--- config.mk ---
export PLATFORM = sky130hd
export DESIGN_NAME = button_gesture_decoder_top_flat
export DESIGN_NICKNAME = d
export VERILOG_FILES = /design/src/sv/bgd_pkg.sv /design/src/sv/bgd_ifs.sv /design/src/sv/button_gesture_decoder_top.sv /design/src/sv/bgd_cfg_regs.sv /design/src/sv/bgd_core.sv /design/src/flat_wrapper.sv
export VERILOG_INCLUDE_DIRS = /design/src /design/src/sv
export SDC_FILE = /design/constraint.sdc
export NUM_CORES = 1
export LEC_CHECK = 0
export BUFFER_PORTS_ARGS = -buffer_cell sky130_fd_sc_hd__clkbuf_2
export CELL_PAD_IN_SITES_DETAIL_PLACEMENT = 0
export CELL_PAD_IN_SITES_GLOBAL_PLACEMENT = 1
export CORE_ASPECT_RATIO = 1.25
export CORE_UTILIZATION = 45
export DETAILED_ROUTE_END_ITERATION = 6
export PLACE_DENSITY_LB_ADDON = 0.1
export SLEW_MARGIN = 20
export SYNTH_ARGS = -nofsm -noshare
export SYNTH_HDL_FRONTEND = slang
export SYNTH_SLANG_ARGS = --single-unit
--- constraint.sdc ---
create_clock -name clk -period 4.5 [get_ports clk]
set_input_delay 1.35 -clock clk [delete_from_list [all_inputs] [get_ports clk]]
set_output_delay 1.35 -clock clk [all_outputs]
set_load 0.05 [all_outputs]
--- src/sv/button_gesture_decoder_top_macros.svh ---
// Assertion macros shared by the button gesture decoder RTL.
`ifndef BUTTON_GESTURE_DECODER_TOP_MACROS_SVH
`define BUTTON_GESTURE_DECODER_TOP_MACROS_SVH

// Implication checked in the same cycle.
`define BGD_ASSERT_NOW(label, clk, rst_n, ante, cons, msg) \
	label: assert property (@(posedge clk) disable iff (!rst_n) (ante) |-> (cons)) \
		else $error(msg);

// Implication checked in the next cycle.
`define BGD_ASSERT_NEXT(label, clk, rst_n, ante, cons, msg) \
	label: assert property (@(posedge clk) disable iff (!rst_n) (ante) |=> (cons)) \
		else $error(msg);

`endif

--- src/sv/bgd_pkg.sv ---
// Types and constants of the button gesture decoder.
package bgd_pkg;

	localparam int unsigned CFG_W     = 16;
	localparam int unsigned TIME_W    = 32;
	localparam int unsigned CFG_IDX_W = 2;

	typedef enum logic [CFG_IDX_W-1:0] {
		CFG_DEBOUNCE     = 2'd0,
		CFG_SELECT_HOLD  = 2'd1,
		CFG_BACK_HOLD    = 2'd2,
		CFG_DOUBLE_CLICK = 2'd3
	} cfg_idx_t;

	localparam logic [CFG_W-1:0] DEBOUNCE_RST     = 16'd75;
	localparam logic [CFG_W-1:0] SELECT_HOLD_RST  = 16'd550;
	localparam logic [CFG_W-1:0] BACK_HOLD_RST    = 16'd1200;
	localparam logic [CFG_W-1:0] DOUBLE_CLICK_RST = 16'd300;

	typedef struct packed {
		logic [CFG_W-1:0] debounce_ms;
		logic [CFG_W-1:0] select_hold_ms;
		logic [CFG_W-1:0] back_hold_ms;
		logic [CFG_W-1:0] double_click_ms;
	} cfg_t;

	typedef enum logic [1:0] {
		LVL_BACK = 2'd0,
		LVL_SEL  = 2'd1,
		LVL_NONE = 2'd2
	} band_lvl_t;

	typedef enum logic [1:0] {
		BAND_NOP       = 2'd0,
		BAND_DRAW_SEL  = 2'd1,
		BAND_DRAW_BACK = 2'd2,
		BAND_CLEAR     = 2'd3
	} band_code_t;

	localparam logic [1:0] CLICK_MAX = 2'd3;
	localparam logic [1:0] CLICK_DBL = 2'd2;

	typedef struct packed {
		logic       next_press;
		logic       prev_press;
		logic       sel_press;
		logic       esc_press;
		logic       any_key;
		logic       long_hold;
		band_code_t band_update;
	} res_t;

endpackage

--- src/sv/bgd_ifs.sv ---
// Request and result channel interfaces of the button gesture decoder.
interface bgd_req_if;
	logic        valid;
	logic        ready;
	logic        button_down;
	logic [31:0] now_ms;

	modport source (output valid, button_down, now_ms, input ready);
	modport sink (input valid, button_down, now_ms, output ready);
endinterface

interface bgd_res_if;
	logic       valid;
	logic       ready;
	logic       next_press;
	logic       prev_press;
	logic       sel_press;
	logic       esc_press;
	logic       any_key;
	logic       long_hold;
	logic [1:0] band_update;

	modport source (output valid, next_press, prev_press, sel_press, esc_press, any_key,
		long_hold, band_update, input ready);
	modport sink (input valid, next_press, prev_press, sel_press, esc_press, any_key,
		long_hold, band_update, output ready);
endinterface

--- src/sv/button_gesture_decoder_top.sv ---
// Top level of the button gesture decoder: sample stage, decode core, result register.
// A request in the sample stage moves to the result register once that is empty or being read.
// Throughput: one request per cycle while results drain; gesture state steps per advance.
// While a finished result waits, the sample stage can still take one request.
// Reset: asynchronous, active low; gesture state, valid flags and config return to defaults.
`include "button_gesture_decoder_top_macros.svh"

module button_gesture_decoder_top (
	input  logic                          clk,
	input  logic                          arst_n,
	input  logic                          cfg_we,
	input  logic [bgd_pkg::CFG_IDX_W-1:0] cfg_addr,
	input  logic [bgd_pkg::CFG_W-1:0]     cfg_wdata,
	bgd_req_if.sink                       req,
	bgd_res_if.source                     result
);

	bgd_pkg::cfg_t              cfg;
	bgd_pkg::res_t              res_d;
	bgd_pkg::res_t              res_q;
	logic                       valid_s1;
	logic                       button_down_s1;
	logic [bgd_pkg::TIME_W-1:0] now_ms_s1;
	logic                       out_valid_q;
	logic                       advance;
	logic                       take;

	assign advance   = valid_s1 && (!out_valid_q || result.ready);
	assign req.ready = !valid_s1 || advance;
	assign take      = req.valid && req.ready;

	bgd_cfg_regs u_cfg (
		.clk       (clk),
		.arst_n    (arst_n),
		.cfg_we    (cfg_we),
		.cfg_addr  (cfg_addr),
		.cfg_wdata (cfg_wdata),
		.cfg       (cfg)
	);

	bgd_core u_core (
		.clk         (clk),
		.arst_n      (arst_n),
		.advance     (advance),
		.button_down (button_down_s1),
		.now_ms      (now_ms_s1),
		.cfg         (cfg),
		.res         (res_d)
	);

	always_ff @(posedge clk or negedge arst_n) begin
		if (!arst_n) begin
			valid_s1 <= 1'b0;
		end else if (req.ready) begin
			valid_s1 <= req.valid;
		end
	end

	always_ff @(posedge clk) begin
		if (take) begin
			button_down_s1 <= req.button_down;
			now_ms_s1      <= req.now_ms;
		end
	end

	always_ff @(posedge clk or negedge arst_n) begin
		if (!arst_n) begin
			out_valid_q <= 1'b0;
		end else if (advance) begin
			out_valid_q <= 1'b1;
		end else if (result.ready) begin
			out_valid_q <= 1'b0;
		end
	end

	always_ff @(posedge clk) begin
		if (advance) begin
			res_q <= res_d;
		end
	end

	assign result.valid       = out_valid_q;
	assign result.next_press  = res_q.next_press;
	assign result.prev_press  = res_q.prev_press;
	assign result.sel_press   = res_q.sel_press;
	assign result.esc_press   = res_q.esc_press;
	assign result.any_key     = res_q.any_key;
	assign result.long_hold   = res_q.long_hold;
	assign result.band_update = res_q.band_update;

	`BGD_ASSERT_NEXT(a_adv_fills_out, clk, arst_n, advance, out_valid_q, "result lost after advance")
	`BGD_ASSERT_NOW(a_no_overrun, clk, arst_n, take, !valid_s1 || advance, "request overwrote stage")
	`BGD_ASSERT_NOW(a_one_release, clk, arst_n, out_valid_q, !(res_q.sel_press && res_q.esc_press), "select and back together")

endmodule

--- src/sv/bgd_cfg_regs.sv ---
// Configuration register file of the button gesture decoder.
module bgd_cfg_regs (
	input  logic                          clk,
	input  logic                          arst_n,
	input  logic                          cfg_we,
	input  logic [bgd_pkg::CFG_IDX_W-1:0] cfg_addr,
	input  logic [bgd_pkg::CFG_W-1:0]     cfg_wdata,
	output bgd_pkg::cfg_t                 cfg
);

	bgd_pkg::cfg_t cfg_q;

	always_ff @(posedge clk or negedge arst_n) begin
		if (!arst_n) begin
			cfg_q.debounce_ms     <= bgd_pkg::DEBOUNCE_RST;
			cfg_q.select_hold_ms  <= bgd_pkg::SELECT_HOLD_RST;
			cfg_q.back_hold_ms    <= bgd_pkg::BACK_HOLD_RST;
			cfg_q.double_click_ms <= bgd_pkg::DOUBLE_CLICK_RST;
		end else if (cfg_we) begin
			case (bgd_pkg::cfg_idx_t'(cfg_addr))
				bgd_pkg::CFG_DEBOUNCE: begin
					cfg_q.debounce_ms <= cfg_wdata;
				end
				bgd_pkg::CFG_SELECT_HOLD: begin
					cfg_q.select_hold_ms <= cfg_wdata;
				end
				bgd_pkg::CFG_BACK_HOLD: begin
					cfg_q.back_hold_ms <= cfg_wdata;
				end
				bgd_pkg::CFG_DOUBLE_CLICK: begin
					cfg_q.double_click_ms <= cfg_wdata;
				end
				default: begin
				end
			endcase
		end
	end

	assign cfg = cfg_q;

endmodule

--- src/sv/bgd_core.sv ---
// Gesture state and per-sample decode logic of the button gesture decoder.
`include "button_gesture_decoder_top_macros.svh"

module bgd_core (
	input  logic                       clk,
	input  logic                       arst_n,
	input  logic                       advance,
	input  logic                       button_down,
	input  logic [bgd_pkg::TIME_W-1:0] now_ms,
	input  bgd_pkg::cfg_t              cfg,
	output bgd_pkg::res_t              res
);

	logic                       was_down_q;
	logic [bgd_pkg::TIME_W-1:0] press_time_q;
	logic                       long_flag_q;
	bgd_pkg::band_lvl_t         band_level_q;
	logic [bgd_pkg::TIME_W-1:0] release_time_q;
	logic [1:0]                 click_count_q;
	logic                       pending_q;

	logic                       was_down_d;
	logic [bgd_pkg::TIME_W-1:0] press_time_d;
	logic                       long_flag_d;
	bgd_pkg::band_lvl_t         band_level_d;
	logic [bgd_pkg::TIME_W-1:0] release_time_d;
	logic [1:0]                 click_count_d;
	logic                       pending_d;

	logic [bgd_pkg::TIME_W-1:0] since_press;
	logic [bgd_pkg::TIME_W-1:0] since_release;
	logic [bgd_pkg::TIME_W-1:0] held;
	logic                       ignore;
	logic                       rel_expired;
	logic                       press_edge;
	logic                       sel_hit;
	logic                       back_hit;
	logic [1:0]                 clicks;

	assign since_press   = now_ms - press_time_q;
	assign since_release = now_ms - release_time_q;
	assign ignore        = (since_press < {16'd0, cfg.debounce_ms}) && !long_flag_q;
	assign rel_expired   = since_release > {16'd0, cfg.double_click_ms};
	assign press_edge    = button_down && !was_down_q;
	assign held          = press_edge ? '0 : since_press;
	assign sel_hit       = held >= {16'd0, cfg.select_hold_ms};
	assign back_hit      = held >= {16'd0, cfg.back_hold_ms};

	always_comb begin
		was_down_d     = was_down_q;
		press_time_d   = press_time_q;
		long_flag_d    = long_flag_q;
		band_level_d   = band_level_q;
		release_time_d = release_time_q;
		click_count_d  = click_count_q;
		pending_d      = pending_q;
		clicks         = click_count_q;
		res            = '0;
		res.band_update = bgd_pkg::BAND_NOP;

		if (ignore) begin
			res.long_hold = long_flag_q;
		end else begin
			if (pending_q && rel_expired) begin
				res.next_press = 1'b1;
				pending_d      = 1'b0;
			end

			if (button_down) begin
				was_down_d  = 1'b1;
				res.any_key = 1'b1;
				if (press_edge) begin
					press_time_d = now_ms;
				end
				long_flag_d = (press_edge ? 1'b0 : long_flag_q) | sel_hit;
				if (sel_hit && band_level_q == bgd_pkg::LVL_NONE) begin
					band_level_d    = bgd_pkg::LVL_SEL;
					res.band_update = bgd_pkg::BAND_DRAW_SEL;
				end
				if (back_hit && band_level_q != bgd_pkg::LVL_BACK) begin
					band_level_d    = bgd_pkg::LVL_BACK;
					res.band_update = bgd_pkg::BAND_DRAW_BACK;
				end
			end else if (was_down_q) begin
				was_down_d      = 1'b0;
				band_level_d    = bgd_pkg::LVL_NONE;
				res.band_update = bgd_pkg::BAND_CLEAR;
				res.any_key     = 1'b1;
				long_flag_d     = 1'b0;
				if (rel_expired) begin
					clicks = '0;
				end
				click_count_d = clicks;
				if (back_hit) begin
					res.esc_press = 1'b1;
					pending_d     = 1'b0;
				end else if (sel_hit) begin
					res.sel_press = 1'b1;
					pending_d     = 1'b0;
				end else begin
					release_time_d = now_ms;
					if (clicks != bgd_pkg::CLICK_MAX) begin
						clicks = clicks + 2'd1;
					end
					if (clicks >= bgd_pkg::CLICK_DBL) begin
						res.prev_press = 1'b1;
						click_count_d  = '0;
						pending_d      = 1'b0;
					end else begin
						click_count_d = clicks;
						pending_d     = 1'b1;
					end
				end
			end
			res.long_hold = long_flag_d;
		end
	end

	always_ff @(posedge clk or negedge arst_n) begin
		if (!arst_n) begin
			was_down_q     <= 1'b0;
			press_time_q   <= '0;
			long_flag_q    <= 1'b0;
			band_level_q   <= bgd_pkg::LVL_NONE;
			release_time_q <= '0;
			click_count_q  <= '0;
			pending_q      <= 1'b0;
		end else if (advance) begin
			was_down_q     <= was_down_d;
			press_time_q   <= press_time_d;
			long_flag_q    <= long_flag_d;
			band_level_q   <= band_level_d;
			release_time_q <= release_time_d;
			click_count_q  <= click_count_d;
			pending_q      <= pending_d;
		end
	end

	`BGD_ASSERT_NOW(a_long_needs_down, clk, arst_n, long_flag_q, was_down_q, "long hold without press")
	`BGD_ASSERT_NOW(a_click_low, clk, arst_n, 1'b1, click_count_q <= 2'd1, "click count above one")
	`BGD_ASSERT_NOW(a_band_idle, clk, arst_n, !was_down_q, band_level_q == bgd_pkg::LVL_NONE, "band drawn while released")

endmodule
--- src/flat_wrapper.sv ---
// flat-port wrapper written by rule: the top's interface ports become plain ports
module button_gesture_decoder_top_flat 
  (clk, arst_n, cfg_we, cfg_addr, cfg_wdata, req_valid, req_button_down, req_now_ms, req_ready, result_valid, result_next_press, result_prev_press, result_sel_press, result_esc_press, result_any_key, result_long_hold, result_band_update, result_ready);
  bgd_req_if req_i ();
  bgd_res_if result_i ();
  input  logic clk;
  input  logic arst_n;
  input  logic cfg_we;
  input  logic [bgd_pkg::CFG_IDX_W-1:0] cfg_addr;
  input  logic [bgd_pkg::CFG_W-1:0] cfg_wdata;
  input wire logic [$bits(req_i.valid)-1:0] req_valid;
  input wire logic [$bits(req_i.button_down)-1:0] req_button_down;
  input wire logic [$bits(req_i.now_ms)-1:0] req_now_ms;
  output wire logic [$bits(req_i.ready)-1:0] req_ready;
  output wire logic [$bits(result_i.valid)-1:0] result_valid;
  output wire logic [$bits(result_i.next_press)-1:0] result_next_press;
  output wire logic [$bits(result_i.prev_press)-1:0] result_prev_press;
  output wire logic [$bits(result_i.sel_press)-1:0] result_sel_press;
  output wire logic [$bits(result_i.esc_press)-1:0] result_esc_press;
  output wire logic [$bits(result_i.any_key)-1:0] result_any_key;
  output wire logic [$bits(result_i.long_hold)-1:0] result_long_hold;
  output wire logic [$bits(result_i.band_update)-1:0] result_band_update;
  input wire logic [$bits(result_i.ready)-1:0] result_ready;
  assign req_i.valid = req_valid;
  assign req_i.button_down = req_button_down;
  assign req_i.now_ms = req_now_ms;
  assign req_ready = req_i.ready;
  assign result_valid = result_i.valid;
  assign result_next_press = result_i.next_press;
  assign result_prev_press = result_i.prev_press;
  assign result_sel_press = result_i.sel_press;
  assign result_esc_press = result_i.esc_press;
  assign result_any_key = result_i.any_key;
  assign result_long_hold = result_i.long_hold;
  assign result_band_update = result_i.band_update;
  assign result_i.ready = result_ready;
  button_gesture_decoder_top u_core (.clk(clk), .arst_n(arst_n), .cfg_we(cfg_we), .cfg_addr(cfg_addr), .cfg_wdata(cfg_wdata), .req(req_i), .result(result_i));
endmodule
Yosys cells after proc, flatten, opt, wreduce, memory -nomap -nowiden

Index checks and enable logic that the tools add are counted.
W data, S select, Z words.

Bits in registers: 178
Input bits: 56

$add $sub $neg: 3
$lt $le $gt $ge: 5
Equal/unequal tests: 6
Mux-type cells: 41
Bitwise gates (word level): 6
Reductions and logical operators: 29

Operators with widths:

| cell                  | count |
|---|---|
| $ge A32 B16 Y1        | 2 |
| $sub A32 B32 Y32      | 2 |
| $mux W2               | 20 |
| $gt A32 B16 Y1        | 1 |
| $lt A32 B16 Y1        | 1 |
| $mux W32              | 1 |
| $mux W1               | 20 |
| $reduce_and A4 Y1     | 3 |
| $reduce_and A2 Y1     | 5 |
| $logic_and A1 B1 Y1   | 7 |
| $eq A2 B2 Y1 const B  | 3 |
| $reduce_and A6 Y1     | 1 |
| $reduce_bool A2 Y1    | 3 |
| $not A1 Y1            | 5 |
| $reduce_or A5 Y1      | 1 |
| $logic_not A1 Y1      | 4 |
| $reduce_or A4 Y1      | 1 |
| $ne A3 B3 Y1 const B  | 1 |
| $reduce_or A3 Y1      | 1 |
| $add A2 B1 Y2 const B | 1 |
| $eq A2 B1 Y1 const B  | 1 |
| $ge A2 B2 Y1 const B  | 1 |
| $logic_not A2 Y1      | 1 |
| $logic_or A1 B1 Y1    | 2 |
| 2 further kinds       | 2 |

Longest topological paths before layout

Word-level depth: 19
Mapped depth: 22
Depth with buffers taken out: 22

Hierarchy

Synthesis repeated with hierarchy kept, for this count alone.

Cells, all modules: 1,235
Area total of the unflattened synthesis: 12,340.6 µm²

Modules (own cells, without submodules):

| module                     | times used | cells each | area an instance (µm²) | sequential area each (µm²) |
|---|---|---|---|---|
| bgd_core                   | 1          | 1,050      | 8,574.5                | 1,778.0 |
| bgd_cfg_regs               | 1          | 136        | 2,431.1                | 1,621.6 |
| button_gesture_decoder_top | 1          | 49         | 1,335.0                | 1,281.2 |

Least setup slack after synthesis

Ideal clock, no wire load.

Kind: register to register
Start point: register u_core.now_ms_s1[1] (netlist bit)
End point: register u_core.res_q (netlist bit u_core.result.next_press) (data pin)
Setup time: 0.255 ns
Arrival time: 4.284 ns
Required time: 4.245 ns
Setup slack: -0.040 ns
Stages on the path, launching flop included: 19
Clock period less this slack: 4.540 ns
Cell sequence: edfxtp_1 -> ha_1 -> nor2b_1 -> o31a_1 -> o31a_1 -> a21oi_1 -> nor3_1 -> nor2_1 -> xnor2_1 -> ha_1 -> nand4_1 -> nor4_1 -> nand2_1 -> a2111oi_0 -> o2111ai_1 -> a211oi_1 -> o2111ai_1 -> or4_1 -> and3b_1

Longest elaborated chain between the ends: 4
Elaborated cells on any way between the ends: 7

Ends and longest elaborated chain:

| element                  | line                             | RTL |
|---|---|---|
| start: declaration       | button_gesture_decoder_top.sv:23 | `logic [bgd_pkg::TIME_W-1:0] now_ms_s1;` |
| start signal: assignment | button_gesture_decoder_top.sv:62 | `now_ms_s1 <= req.now_ms;` |
| $sub A32 B32 Y32         | bgd_core.sv:41                   | `assign since_release = now_ms - release_time_q;` |
| $gt A32 B16 Y1           | bgd_core.sv:43                   | `assign rel_expired = since_release > {16'd0, cfg.double_click_ms};` |
| $logic_and A1 B1 Y1      | bgd_core.sv:64                   | `if (pending_q && rel_expired) begin` |
| $mux W1                  | bgd_core.sv:64                   |  |
| end signal: assignment   | button_gesture_decoder_top.sv:78 | `res_q <= res_d;` |
| end: declaration         | button_gesture_decoder_top.sv:20 | `bgd_pkg::res_t res_q;` |

Several ways; a longest one is shown, not always the timed one.
A chain may end at the register's enable or synchronous reset.

Worst setup path in the final report

Ends and elaborated chain as after synthesis.

==> metrics.txt <==
outcome=finished with violations; failing checks=negative setup slack; syn nets=1419; Die ar.=28000 µm²; post-route antenna net violation count=0; xor-xnor portion of the synthesized cell area=3.13%; deepest clock path buffer count=2; initial antenna violation count=0; WL/cell=17.5 µm; distinct cell type count of the synthesized netlist=77; max cap viols=0; clock sink count=178; worst vdd ir=0.215 mV; EDFF count, synth=41; antenna cell count=0; commonest non-fill, non-tap cell in the layout=buf_4; synthesis-to-layout area growth=26.6%; die width=150 µm; Clk pin slew, worst setup/hold paths=0.07 ns; Synth Cell Area=12300 µm²; Sequential cell area=4680 µm²; final slew viol count=0; cell count after synthesis=1236; GR Util All Layers=23.7%; PD cells=481 nW/µm²; nets=1655; ys flop type=dfrtp_1; Synth area leader=dfrtp_1; CTS tree=built; Tot Pwr=7.50 mW; sequential power share=27.8%; Worst-Margin Slew=0.917 ns; Yosys top cell area share=24.4%; fmax=0.211 GHz; Lkg Pwr=7.32 nW; Clk Latency, worst-skew pair=0.44 ns; Critical Path AT=4.94 ns; Clock Tree Root=clkbuf_16; syn avg cell area=9.96 µm²; Internal=4.66 mW; GRT Residual Overflow=0; Yosys Warn Count=0; post-place setup slack=-0.540 ns; port bufs=65; Vias=9784; share of layout cells above drive strength 1=34.0%; maximum number of pins on one net before global-route repair=82; fill count=2393; via-per-instance ratio=5.35; combinational share of power=52.5%; final setup skew=0.00979 ns; Final Hold Viols=0; HP Class=flop to flop; DRC violations left=0; Final min period=4.74 ns; TritonCTS Buffers=17; Setup WS post-layout=-0.244 ns; RSZ-0062 raised after global routing=true; largest family of logic cells by synthesized area=compound AO/OA/AOI/OAI gates; register area share after synthesis=38.0%; switching part of the total=37.9%; vias in the first global route=9994; post-synthesis simple-gate area fraction=11.6%; fin crit share=105%; num rows=67; Rel. slew slack=38.7%; Clock Power Share=19.7%; htree depth=4; core area=26800 µm²; first-pass GRT wire length=51200 µm; IO Count=66; post-DP HPWL=23400 µm; worst setup path class=flop to flop; Finished Cell Area=15600 µm²; initial drt markers=423; final wirelength=32000 µm; mux share of post-synthesis cell area=12.4%; synth top area cells=dfrtp_1 24%, ha_1 13%, edfxtp_1 10%, mux2_4 6.8%, mux2_2 5.0%; Net Sw Power=2.84 mW; Die Ht=187 µm; first-pass iteration count of the detailed router=5; Synth Register Bits=178; CP startpoint kind=flop; CP Max Fanout=5; critical path capture point type=flop; critical path required time=4.69 ns; initial core utilization=45.9%; DP Area=14000 µm²; adder-cell share of the synthesized area=13.0%; final setup vio count=30; Async SR Flop Fraction=77.0%; post-synthesis compound-gate area fraction=15.9%; RePlAce Congestion=0.859; most frequent cells in the layout=161 x buf_4, 143 x inv_1, 120 x dfrtp_1, 118 x ha_1, 92 x nand2_1; Multi-input gate area=7420 µm²
synthesized netlist by cell type (12+ instances only):
library cell,n
and3_1,12
clkbuf_1,24
nand2_1,92
inv_1,146
mux2_2,55
a31oi_1,12
nand4_1,16
ha_1,125
dfrtp_1,120
mux2_4,56
a21o_1,27
a21oi_1,94
nor3_1,19
xnor2_1,23
o21ai_0,68
dfstp_2,17
nor2_1,59
nor2b_1,20
nand3_1,13
xor2_1,21
edfxtp_1,41
sequential cells by signal (all words and copies together), names as in the netlist:
register                      flops
u_core.u_core.was_down_q          1
u_core.result.valid               1
u_core.now_ms_s1                 32
u_core.u_core.pending_q           1
u_core.button_down_s1             1
u_core.result.any_key             1
u_core.result.next_press          1
u_core.u_core.click_count_q       2
u_core.valid_s1                   1
u_core.u_core.long_flag_q         1
u_core.result.sel_press           1
u_core.result.long_hold           1
u_core.result.esc_press           1
u_core.result.band_update         2
u_core.u_core.band_level_q        2
u_core.u_cfg.cfg                 64
u_core.u_core.release_time_q     32
u_core.result.prev_press          1
u_core.u_core.press_time_q       32
area by class of cell:
class | count | area share [%]
well taps | 345 | 2.77
repair buffers | 250 | 12.4
clock buffers | 20 | 3.14
multi-input cells | 879 | 47.6
inverters | 146 | 3.52
flip-flops and latches | 178 | 30.0
clock inverters | 12 | 0.594
repair_timing:
action / in CTS / in global routing
resized for setup: 81 / 56
endpoints found under the hold margin: 0 / 0
setup buffers: 31 / 9
hold buffers: 0 / 0
gates cloned: 5 / 1
pin swaps: 40 / 35
setup endpoints to repair: 73 / 73
final timing paths:
| kind | start | endpoint | slack (ns) | cells after the start |
|---|---|---|---|---|
| max in group asynchronous | arst_n | u_core.u_cfg.cfg[5]$_DFFE_PN1P_ | 2.76 | 2 |
| setup reg to reg | u_core.now_ms_s1[1]$_DFFE_PP_ | u_core.result.next_press$_SDFFCE_PP0P_ | -0.24 | 24 |
| setup / recovery | u_core.now_ms_s1[1]$_DFFE_PP_ | u_core.result.next_press$_SDFFCE_PP0P_ | -0.24 | 24 |
| hold / removal | u_core.u_core.pending_q$_DFFE_PN0P_ | u_core.u_core.pending_q$_DFFE_PN0P_ | 0.49 | 1 |
| hold reg to reg | u_core.u_core.pending_q$_DFFE_PN0P_ | u_core.u_core.pending_q$_DFFE_PN0P_ | 0.49 | 1 |
| min in group asynchronous | arst_n | u_core.u_cfg.cfg[18]$_DFFE_PN0P_ | 0.93 | 1 |
power groups by stage:
stage,Clock [mW],Sequential [mW],Combinational (mW)
floorplan,0,2.10,2.18
global placement,0,2.10,3.31
detailed placement,0,2.11,3.35
CTS,1.52,2.08,3.74
global route,1.58,2.12,4.37
finish,1.48,2.09,3.93
worst max-delay path: stages (launching register included):
cell and delay, ns:
edfxtp_1 0.43, ha_1 0.31, nor2b_4 0.13, o31a_1 0.24
o31a_1 0.32, a21oi_2 0.19, nor3_2 0.06, buf_4 0.13
buf_4 0.12, buf_4 0.12, buf_4 0.12, buf_4 0.12
buf_4 0.12, buf_4 0.13, buf_4 0.12, buf_4 0.12
buf_4 0.12, buf_4 0.12, buf_4 0.12, buf_4 0.12
buf_4 0.14, a21oi_1 0.15, nand4b_1 0.15, or4_4 0.61
and3b_1 0.19
layer usage:
layer  vias up  wire length, µm  global-route usage (%)
li1       4885                -                       -
met1      4701            14900                    31.0
met2       158            15500                    40.3
met3        40              783                    2.95
met4         0              757                    7.34
met5         -                0                       0
cell families (layout without fill, tap and decap cells):
kind of cell    Yosys count  after routing
mux                     118            118
buf+inv                 179            428
fa+ha+maj               127            127
simple gates            286            286
flops                   178            178
compound gates          304            304
xor+xnor                 44             44
stage by stage:
| stage | util (%) | hold slack, ns | instances | TNS [ns] |
|---|---|---|---|---|
| final | 58.1 | 0.486 | 1830 | -2.65 |
| after global routing | 58.1 | 0.500 | 1830 | -11.04 |
| after CTS | 57.2 | 0.490 | 1826 | -1.76 |
| after detailed placement | 52.3 | 0.472 | 1758 | -25.29 |
| after global placement | 52.3 | 0.464 | 1758 | -18.53 |
| after floorplan | - | 0.449 | 1236 | 0 |
Note: power is estimated with default switching activity, not from simulation.
